$ cat src/hw/rtl/gtpc_pkg.sv
package gtpc_pkg;

  // Heading width in bits.
  localparam int HEADING_BITS = 16;

  // Commands carried by an input item.
  localparam logic [1:0] CMD_START  = 2'd0;
  localparam logic [1:0] CMD_SAMPLE = 2'd1;
  localparam logic [1:0] CMD_TICK   = 2'd2;

  // Controller phases.
  localparam logic [1:0] PH_IDLE  = 2'd0;
  localparam logic [1:0] PH_TURN  = 2'd1;
  localparam logic [1:0] PH_BRAKE = 2'd2;

  // Configuration register indexes.
  localparam logic [1:0] REG_MIRROR_TURN = 2'd0;
  localparam logic [1:0] REG_MIN_DRIVE   = 2'd1;
  localparam logic [1:0] REG_BRAKE_DRIVE = 2'd2;
  localparam logic [1:0] REG_BRAKE_TICKS = 2'd3;

  // Reset values of the configuration registers.
  localparam logic [6:0] MIN_DRIVE_RST   = 7'd60;
  localparam logic [6:0] BRAKE_DRIVE_RST = 7'd60;
  localparam logic [7:0] BRAKE_TICKS_RST = 8'd5;

  // Gain schedule in Q8, truncated: 3.5, 1.8, 1.2 and 0.8.
  localparam logic [9:0] GAIN_3P5 = 10'd896;
  localparam logic [9:0] GAIN_1P8 = 10'd460;
  localparam logic [9:0] GAIN_1P2 = 10'd307;
  localparam logic [9:0] GAIN_0P8 = 10'd204;

  // Start error magnitudes above which the next lower gain applies.
  localparam int ERR_LIMIT_LOW  = 110;
  localparam int ERR_LIMIT_MID  = 150;
  localparam int ERR_LIMIT_HIGH = 180;

  // Largest drive magnitude.
  localparam int DRIVE_MAX = 127;

  typedef struct packed {
    logic [1:0]                     command;
    logic signed [HEADING_BITS-1:0] setpoint;
    logic signed [HEADING_BITS-1:0] heading;
  } in_item_t;

  typedef struct packed {
    logic signed [7:0] left_drive;
    logic signed [7:0] right_drive;
    logic              busy_res;
    logic              finished;
  } out_item_t;

  typedef struct packed {
    logic       mirror_turn;
    logic [6:0] min_drive;
    logic [6:0] brake_drive;
    logic [7:0] brake_ticks;
  } cfg_t;

  typedef struct packed {
    logic [1:0]                   phase;
    logic signed [HEADING_BITS:0] target;
    logic [9:0]                   gain_q8;
    logic                         turn_clockwise;
    logic [7:0]                   brake_remaining;
    logic signed [7:0]            left_hold;
    logic signed [7:0]            right_hold;
  } state_t;

endpackage

$ cat src/hw/rtl/gyro_turn_p_control.sv
// Each input item is held in the input register, and its result then moves
// into the result register, which offers it until out_ready takes it.
// Throughput: one item per cycle; the input stalls only while the input
// register and the result register both hold an item and the result waits.
// Reset (rst_n low at a clock edge) clears the controller to idle with zero
// drive and restores the configuration defaults.
module gyro_turn_p_control import gtpc_pkg::*; (
  input  logic      clk,
  input  logic      rst_n,
  input  logic      in_valid,
  output logic      in_ready,
  input  in_item_t  in_data,
  output logic      out_valid,
  input  logic      out_ready,
  output out_item_t out_data,
  input  logic       cfg_we,
  input  logic [1:0] cfg_index,
  input  logic [7:0] cfg_wdata
);

  cfg_t      cfg;
  logic      s1_valid_r;
  logic      s1_valid_nxt;
  in_item_t  s1_item_r;
  state_t    st_r;
  state_t    st_nxt;
  out_item_t result;
  logic      out_valid_r;
  logic      out_valid_nxt;
  out_item_t out_item_r;
  logic      s1_adv;
  logic      in_xfer;

  gtpc_cfg u_cfg (
    .clk       (clk),
    .rst_n     (rst_n),
    .cfg_we    (cfg_we),
    .cfg_index (cfg_index),
    .cfg_wdata (cfg_wdata),
    .cfg       (cfg)
  );

  gtpc_step u_step (
    .cfg    (cfg),
    .st     (st_r),
    .item   (s1_item_r),
    .st_nxt (st_nxt),
    .result (result)
  );

  // Flow control between the input register and the result register.
  assign s1_adv   = s1_valid_r && (!out_valid_r || out_ready);
  assign in_ready = !s1_valid_r || s1_adv;
  assign in_xfer  = in_valid && in_ready;

  always_comb begin
    s1_valid_nxt = in_xfer ? 1'b1 : (s1_adv ? 1'b0 : s1_valid_r);
    if (s1_adv) begin
      out_valid_nxt = 1'b1;
    end else if (out_ready) begin
      out_valid_nxt = 1'b0;
    end else begin
      out_valid_nxt = out_valid_r;
    end
  end

  // Control and controller state.
  always_ff @(posedge clk) begin
    if (!rst_n) begin
      s1_valid_r  <= 1'b0;
      out_valid_r <= 1'b0;
      st_r        <= '0;
    end else begin
      s1_valid_r  <= s1_valid_nxt;
      out_valid_r <= out_valid_nxt;
      if (s1_adv) begin
        st_r <= st_nxt;
      end
    end
  end

  // Payload registers.
  always_ff @(posedge clk) begin
    if (in_xfer) begin
      s1_item_r <= in_data;
    end
    if (s1_adv) begin
      out_item_r <= result;
    end
  end

  assign out_valid = out_valid_r;
  assign out_data  = out_item_r;

  // An idle controller holds no drive.
  a_idle_no_drive: assert property (@(posedge clk) disable iff (!rst_n)
    (st_r.phase == PH_IDLE) |-> (st_r.left_hold == 8'sd0 && st_r.right_hold == 8'sd0))
    else $error("idle phase with nonzero hold drive");

  // Left and right drive always oppose each other.
  a_drive_opposed: assert property (@(posedge clk) disable iff (!rst_n)
    (8'(st_r.left_hold + st_r.right_hold) == 8'd0))
    else $error("left and right hold drive do not oppose");

  // A finishing result stops the motors and drops busy.
  a_finish_stop: assert property (@(posedge clk) disable iff (!rst_n)
    (out_valid && out_data.finished) |->
      (!out_data.busy_res && out_data.left_drive == 8'sd0))
    else $error("finished result with drive or busy set");

  // Input stalls only when both stages hold an item and the result waits.
  a_stall_full: assert property (@(posedge clk) disable iff (!rst_n)
    !in_ready |-> (s1_valid_r && out_valid_r && !out_ready))
    else $error("input stalled without a full pipeline");

  // State changes only when an item moves into the result register.
  a_state_hold: assert property (@(posedge clk) disable iff (!rst_n)
    !s1_adv |=> $stable(st_r))
    else $error("controller state changed without an item");

endmodule

$ cat src/hw/rtl/gtpc_cfg.sv
module gtpc_cfg import gtpc_pkg::*; (
  input  logic       clk,
  input  logic       rst_n,
  input  logic       cfg_we,
  input  logic [1:0] cfg_index,
  input  logic [7:0] cfg_wdata,
  output cfg_t       cfg
);

  cfg_t cfg_r;
  cfg_t cfg_nxt;

  // Register file write decode.
  always_comb begin
    cfg_nxt = cfg_r;
    if (cfg_we) begin
      case (cfg_index)
        REG_MIRROR_TURN: cfg_nxt.mirror_turn = cfg_wdata[0];
        REG_MIN_DRIVE:   cfg_nxt.min_drive   = cfg_wdata[6:0];
        REG_BRAKE_DRIVE: cfg_nxt.brake_drive = cfg_wdata[6:0];
        REG_BRAKE_TICKS: cfg_nxt.brake_ticks = cfg_wdata;
        default:         cfg_nxt = cfg_r;
      endcase
    end
  end

  always_ff @(posedge clk) begin
    if (!rst_n) begin
      cfg_r.mirror_turn <= 1'b0;
      cfg_r.min_drive   <= MIN_DRIVE_RST;
      cfg_r.brake_drive <= BRAKE_DRIVE_RST;
      cfg_r.brake_ticks <= BRAKE_TICKS_RST;
    end else begin
      cfg_r <= cfg_nxt;
    end
  end

  assign cfg = cfg_r;

endmodule

$ cat src/hw/rtl/gtpc_step.sv
module gtpc_step import gtpc_pkg::*; (
  input  cfg_t      cfg,
  input  state_t    st,
  input  in_item_t  item,
  output state_t    st_nxt,
  output out_item_t result
);

  localparam int EW = HEADING_BITS + 2;  // error width
  localparam int PW = EW + 11;           // product width

  logic signed [HEADING_BITS:0]   sp_ext;
  logic signed [HEADING_BITS:0]   sp_tgt;
  logic signed [EW-1:0]           hd_ext;
  logic signed [EW-1:0]           err_start;
  logic        [EW-1:0]           err_mag;
  logic [9:0]                     gain_sel;
  logic signed [EW-1:0]           err;
  logic signed [PW-1:0]           prod;
  logic signed [PW-1:0]           prod_adj;
  logic signed [PW-1:0]           speed_full;
  logic signed [8:0]              speed_clamp;
  logic signed [8:0]              kc;
  logic signed [8:0]              speed;
  logic                           done;
  logic signed [7:0]              brake_b;
  logic [7:0]                     rem_dec;
  logic                           fin;

  // Target and start error for a start item.
  always_comb begin
    sp_ext    = $signed({item.setpoint[HEADING_BITS-1], item.setpoint});
    sp_tgt    = cfg.mirror_turn ? -sp_ext : sp_ext;
    hd_ext    = $signed({{2{item.heading[HEADING_BITS-1]}}, item.heading});
    err_start = $signed({sp_tgt[HEADING_BITS], sp_tgt}) - hd_ext;
    err_mag   = err_start[EW-1] ? (-err_start) : err_start;
  end

  // Gain schedule from the start error magnitude.
  always_comb begin
    if (err_mag > EW'(ERR_LIMIT_HIGH)) begin
      gain_sel = GAIN_0P8;
    end else if (err_mag > EW'(ERR_LIMIT_MID)) begin
      gain_sel = GAIN_1P2;
    end else if (err_mag > EW'(ERR_LIMIT_LOW)) begin
      gain_sel = GAIN_1P8;
    end else begin
      gain_sel = GAIN_3P5;
    end
  end

  // Drive: error x gain, truncated toward zero, clamped, min-drive floor.
  always_comb begin
    err        = $signed({st.target[HEADING_BITS], st.target}) - hd_ext;
    prod       = PW'(err) * $signed({{(PW-10){1'b0}}, st.gain_q8});
    prod_adj   = prod[PW-1] ? (prod + PW'(255)) : prod;
    speed_full = prod_adj >>> 8;
    if (speed_full > PW'(DRIVE_MAX)) begin
      speed_clamp = 9'(DRIVE_MAX);
    end else if (speed_full < -PW'(DRIVE_MAX)) begin
      speed_clamp = -9'(DRIVE_MAX);
    end else begin
      speed_clamp = speed_full[8:0];
    end
    kc    = $signed({2'b00, cfg.min_drive});
    speed = speed_clamp;
    if (!st.turn_clockwise && (speed_clamp < kc)) begin
      speed = kc;
    end
    if (st.turn_clockwise && (speed_clamp > -kc)) begin
      speed = -kc;
    end
    done    = st.turn_clockwise ? !err[EW-1] : (err[EW-1] || (err == '0));
    brake_b = st.turn_clockwise ? -$signed({1'b0, cfg.brake_drive})
                                : $signed({1'b0, cfg.brake_drive});
    rem_dec = st.brake_remaining - 8'd1;
  end

  // State update for the item's command.
  always_comb begin
    st_nxt = st;
    fin    = 1'b0;
    case (item.command)
      CMD_START: begin
        st_nxt.target          = sp_tgt;
        st_nxt.gain_q8         = gain_sel;
        st_nxt.turn_clockwise  = err_start[EW-1];
        st_nxt.phase           = PH_TURN;
        st_nxt.brake_remaining = 8'd0;
        st_nxt.left_hold       = 8'sd0;
        st_nxt.right_hold      = 8'sd0;
      end
      CMD_SAMPLE: begin
        if (st.phase == PH_TURN) begin
          if (done) begin
            if (cfg.brake_ticks == 8'd0) begin
              st_nxt.phase      = PH_IDLE;
              st_nxt.left_hold  = 8'sd0;
              st_nxt.right_hold = 8'sd0;
              fin               = 1'b1;
            end else begin
              st_nxt.phase           = PH_BRAKE;
              st_nxt.brake_remaining = cfg.brake_ticks;
              st_nxt.left_hold       = brake_b;
              st_nxt.right_hold      = -brake_b;
            end
          end else begin
            st_nxt.left_hold  = -speed[7:0];
            st_nxt.right_hold = speed[7:0];
          end
        end
      end
      CMD_TICK: begin
        if (st.phase == PH_BRAKE) begin
          st_nxt.brake_remaining = rem_dec;
          if (rem_dec == 8'd0) begin
            st_nxt.phase      = PH_IDLE;
            st_nxt.left_hold  = 8'sd0;
            st_nxt.right_hold = 8'sd0;
            fin               = 1'b1;
          end
        end
      end
      default: st_nxt = st;
    endcase
  end

  // Result follows the updated hold registers.
  always_comb begin
    result.left_drive  = st_nxt.left_hold;
    result.right_drive = st_nxt.right_hold;
    result.busy_res    = (st_nxt.phase != PH_IDLE);
    result.finished    = fin;
  end

endmodule
$ cat config.mk
export PLATFORM = sky130hd
export DESIGN_NAME = gyro_turn_p_control
export DESIGN_NICKNAME = d
export VERILOG_FILES = /design/src/hw/rtl/gtpc_pkg.sv /design/src/hw/rtl/gyro_turn_p_control.sv /design/src/hw/rtl/gtpc_cfg.sv /design/src/hw/rtl/gtpc_step.sv
export SDC_FILE = /design/constraint.sdc
export NUM_CORES = 1
export LEC_CHECK = 0
export BUFFER_PORTS_ARGS = -buffer_cell sky130_fd_sc_hd__buf_2
export CORE_MARGIN = 1.5
export CORE_UTILIZATION = 64
export CTS_BUF_LIST = sky130_fd_sc_hd__clkbuf_4 sky130_fd_sc_hd__clkbuf_8
export CTS_CLUSTER_DIAMETER = 100
export DETAILED_ROUTE_END_ITERATION = 10
export MAX_ROUTING_LAYER = met4
export PLACE_DENSITY = 0.82
export SLEW_MARGIN = 15
export SYNTH_ARGS = -nofsm -noshare
export SYNTH_HDL_FRONTEND = slang
export SYNTH_SLANG_ARGS = --single-unit
$ cat constraint.sdc
create_clock -name clk -period 15.02 [get_ports clk]
set_input_delay 4.506 -clock clk [delete_from_list [all_inputs] [get_ports clk]]
set_output_delay 4.506 -clock clk [all_outputs]
set_load 0.005 [all_outputs]
==> out/summary.txt <==
Pint -> 0.658 mW
final worst path period need -> 13.84 ns
Inserted Clock Buffers -> 17
Clock Path Buffers -> 2
slowest cell on the critical path -> sky130_fd_sc_hd__fa_1
largest net degree at the start of global routing -> 47
Chip Height -> 163 um
Congestion Overflow GR -> 0
highest clock frequency the design can meet -> 72.3 MHz
total global routing track utilization -> 32.2%
vias in the first global route -> 14000
Post-Synth Simple-Gate Area -> 21.1%
final routed wirelength across all metal layers -> 40.5 mm
antenna diode count -> 0
I/O pins -> 69
# hold bufs at CTS -> 0
synthesized flop and latch total -> 126
switching power total -> 0.436 mW
half-perimeter wire length after detailed placement -> 32.4 mm
library cell with the highest instance count after synthesis -> sky130_fd_sc_hd__inv_1
unrepaired setup endpoints after global routing -> false
final-report setup violation count -> 0
share of final-layout standard cells stronger than drive strength 1 -> 7.93%
ratio of final minimum period to clock period -> 92.1%
effective utilization at floorplan -> 65.0%
DR pass1 iterations -> 6
number of buffer and inverter stages on the critical path -> 4
type of the most critical hold path -> flop to flop
number of synthesized flops with an enable pin -> 52
post-synth top area cell -> sky130_fd_sc_hd__fa_1
Area contributors post-synth -> sky130_fd_sc_hd__fa_1 (18%), sky130_fd_sc_hd__ha_1 (9.9%), sky130_fd_sc_hd__edfxtp_1 (9.5%), sky130_fd_sc_hd__dfxtp_1 (9.0%), sky130_fd_sc_hd__inv_1 (5.7%)
DRT antenna net count -> 0
total setup buffers inserted after CTS -> 0
slew at the pin closest to its max-slew limit -> 0.896 ns
Post-synth ARST share -> 0%
clock slew seen by the registers of the worst setup and hold paths -> 0.10 ns
biggest cell delay along the critical path -> 0.57 ns
Root Buffer Master -> sky130_fd_sc_hd__clkbuf_8
critical path fanouts, max -> 18
Synth top cells by count -> sky130_fd_sc_hd__inv_1 (249), sky130_fd_sc_hd__nand2_1 (204), sky130_fd_sc_hd__fa_1 (147)
Net count, final -> 2317
sequential area share after synthesis -> 18.6%
total of buffers placed on input and output ports -> 68
Die ar. -> 0.0266 mm^2
CTS tree -> yes
max-slew violation total from the final report -> 0
power share of the combinational group -> 38.8%
critical path endpoint category -> flop
parity-gate share of the synthesized area counting xor and xnor cells -> 6.27%
startpoint type of the worst setup path -> flop
Yosys warning total -> 0
area of the placeable core -> 0.0252 mm^2
required time of the critical path -> 15.24 ns
overall die width -> 163 um
mux contribution to synthesized area -> 1.12%
iteration-0 DRC count of the detailed router -> 1163
kind of critical path -> flop to flop
P per Cell Area -> 63.4 mW/mm^2
number of instances in the placed design -> 2302
Clock power frac -> 26.3%
synthesized instance count -> 1970
final routed DRC violation total -> 0
primary flip-flop cell chosen by synthesis mapping -> sky130_fd_sc_hd__dfxtp_1
remaining max-slew budget at the tightest pin -> 40.2%
area share of the largest cell type after synthesis -> 18.0%
global placer's final weighted congestion -> 0.959
WP data arrival -> 14.06 ns
Post-Synth Adder-Cell Area -> 28.0%
Cell Rows -> 58
Leak Pwr -> 8.07 nW
delay-heaviest family, CP -> compound AO/OA/AOI/OAI gates
Mapped Avg Cell Area -> 8.31 um^2
antenna violations before repair -> 0
count of unique library cells instantiated by Yosys -> 100
overall via count from detail_route -> 14300
Sink Count -> 126
latest clock arrival within the worst-skew pair -> 0.48 ns
net switching fraction of the power -> 39.9%
total number of H-tree levels -> 4
Avg WL per Cell -> 17.3 um
number of endpoints with negative hold slack in the final report -> 0
maximum vdd ir drop -> 63.0 uV
net count after synthesis -> 2296
count of max-cap constraint violations -> 0
dominant combinational cell family by area after synthesis -> adder cells
Post-Route Setup TNS -> 0 ns
via/cell ratio -> 6.12
synthesis-to-finish area growth -> 5.39%
result of the run -> completed
final clock skew -> 0.0278 ns
Finished Core Util -> 68.5%
sequential share of power -> 34.9%
global-route wire length before repair -> 66.6 mm
Netlist Area Pre-Place -> 0.0164 mm^2
Filler cells -> 2067
post-synthesis compound-gate area fraction -> 17.5%
Post-Layout Cell Count -> 2334
[cell usage in the layout (no fill, tap or decap), types with 50 or more instances in the layout]
cell,count
sky130_fd_sc_hd__ha_1,130
sky130_fd_sc_hd__xnor2_1,72
sky130_fd_sc_hd__nor2_1,137
sky130_fd_sc_hd__o21ai_0,99
sky130_fd_sc_hd__dfxtp_1,74
sky130_fd_sc_hd__nand2_1,204
sky130_fd_sc_hd__nand3_1,50
sky130_fd_sc_hd__and2_1,83
sky130_fd_sc_hd__fa_1,147
sky130_fd_sc_hd__buf_2,68
sky130_fd_sc_hd__edfxtp_1,52
sky130_fd_sc_hd__inv_1,249
sky130_fd_sc_hd__a21oi_1,109
[power groups by stage]
stage          registers [mW]  clock network, mW  logic (mW)
6_report                0.382              0.288       0.424
4_1_cts                 0.382              0.288       0.416
2_1_floorplan           0.386                  0       0.319
3_3_place_gp            0.389                  0       0.401
3_5_place_dp            0.389                  0       0.411
5_1_grt                 0.384              0.300       0.469
[cells by family after synthesis]
logic type / after synthesis
AND/OR/NAND/NOR: 687
buffers and inverters: 323
flip-flops: 126
adder cells (fa/ha/maj): 278
multiplexers: 18
AO/OA/AOI/OAI: 425
XOR/XNOR: 113
[layout make-up]
type	count	area (um^2)	area share (%)
sequential	126	3040	17.6
timing repair buffer	73	378	2.19
clock inverter	12	96.3	0.558
clock buffer	20	269	1.56
tap	330	413	2.39
inverter	252	946	5.48
multi-input combinational	1521	12100	70.2
[repair_timing]
action                                  4_1_cts  5_1_grt
endpoints found under the setup margin        0        3
hold endpoints to repair                      0        0
gates resized for setup                       0        1
[flip-flops by register name (all words and copies together) (netlist names)]
signal,cells
out_data,18
u_cfg.cfg,23
s1_item_r,34
s1_valid_r,1
st_r,49
out_valid,1
[metal layers]
layer / share of wire [%] / global-route usage [%]
met1: 43 / 41.4
met5: 0 / -
met3: 6.6 / 3.79
met2: 48 / 52.7
met4: 2.6 / 11.1
[path summary, 6_finish.rpt]
path,start,end,slack [ns],cells after the start
min reg2reg,st_r[35],st_r[35],0.46,2
max reg2reg,s1_item_r[1],out_data[16],1.18,49
max,s1_item_r[1],out_data[16],1.18,49
min,st_r[35],st_r[35],0.46,2
[worst min-delay path, stage by stage, from the launching register on]
cell	delay, ns
sky130_fd_sc_hd__dfxtp_1	0.31
sky130_fd_sc_hd__nand2_1	0.05
sky130_fd_sc_hd__a21oi_1	0.05
[through the flow]
step	hold WS (ns)	worst slack, ns	power, mW	instance area (um^2)
4_1_cts	0.459	1.13	1.09	17300
6_report	0.459	1.18	1.09	17300
3_3_place_gp	0.445	1.59	0.790	16900
3_5_place_dp	0.448	1.18	0.801	16900
2_1_floorplan	0.436	2.56	0.705	16400
5_1_grt	0.477	0.0390	1.15	17300
No activity file was read; power rests on OpenSTA's default activity.
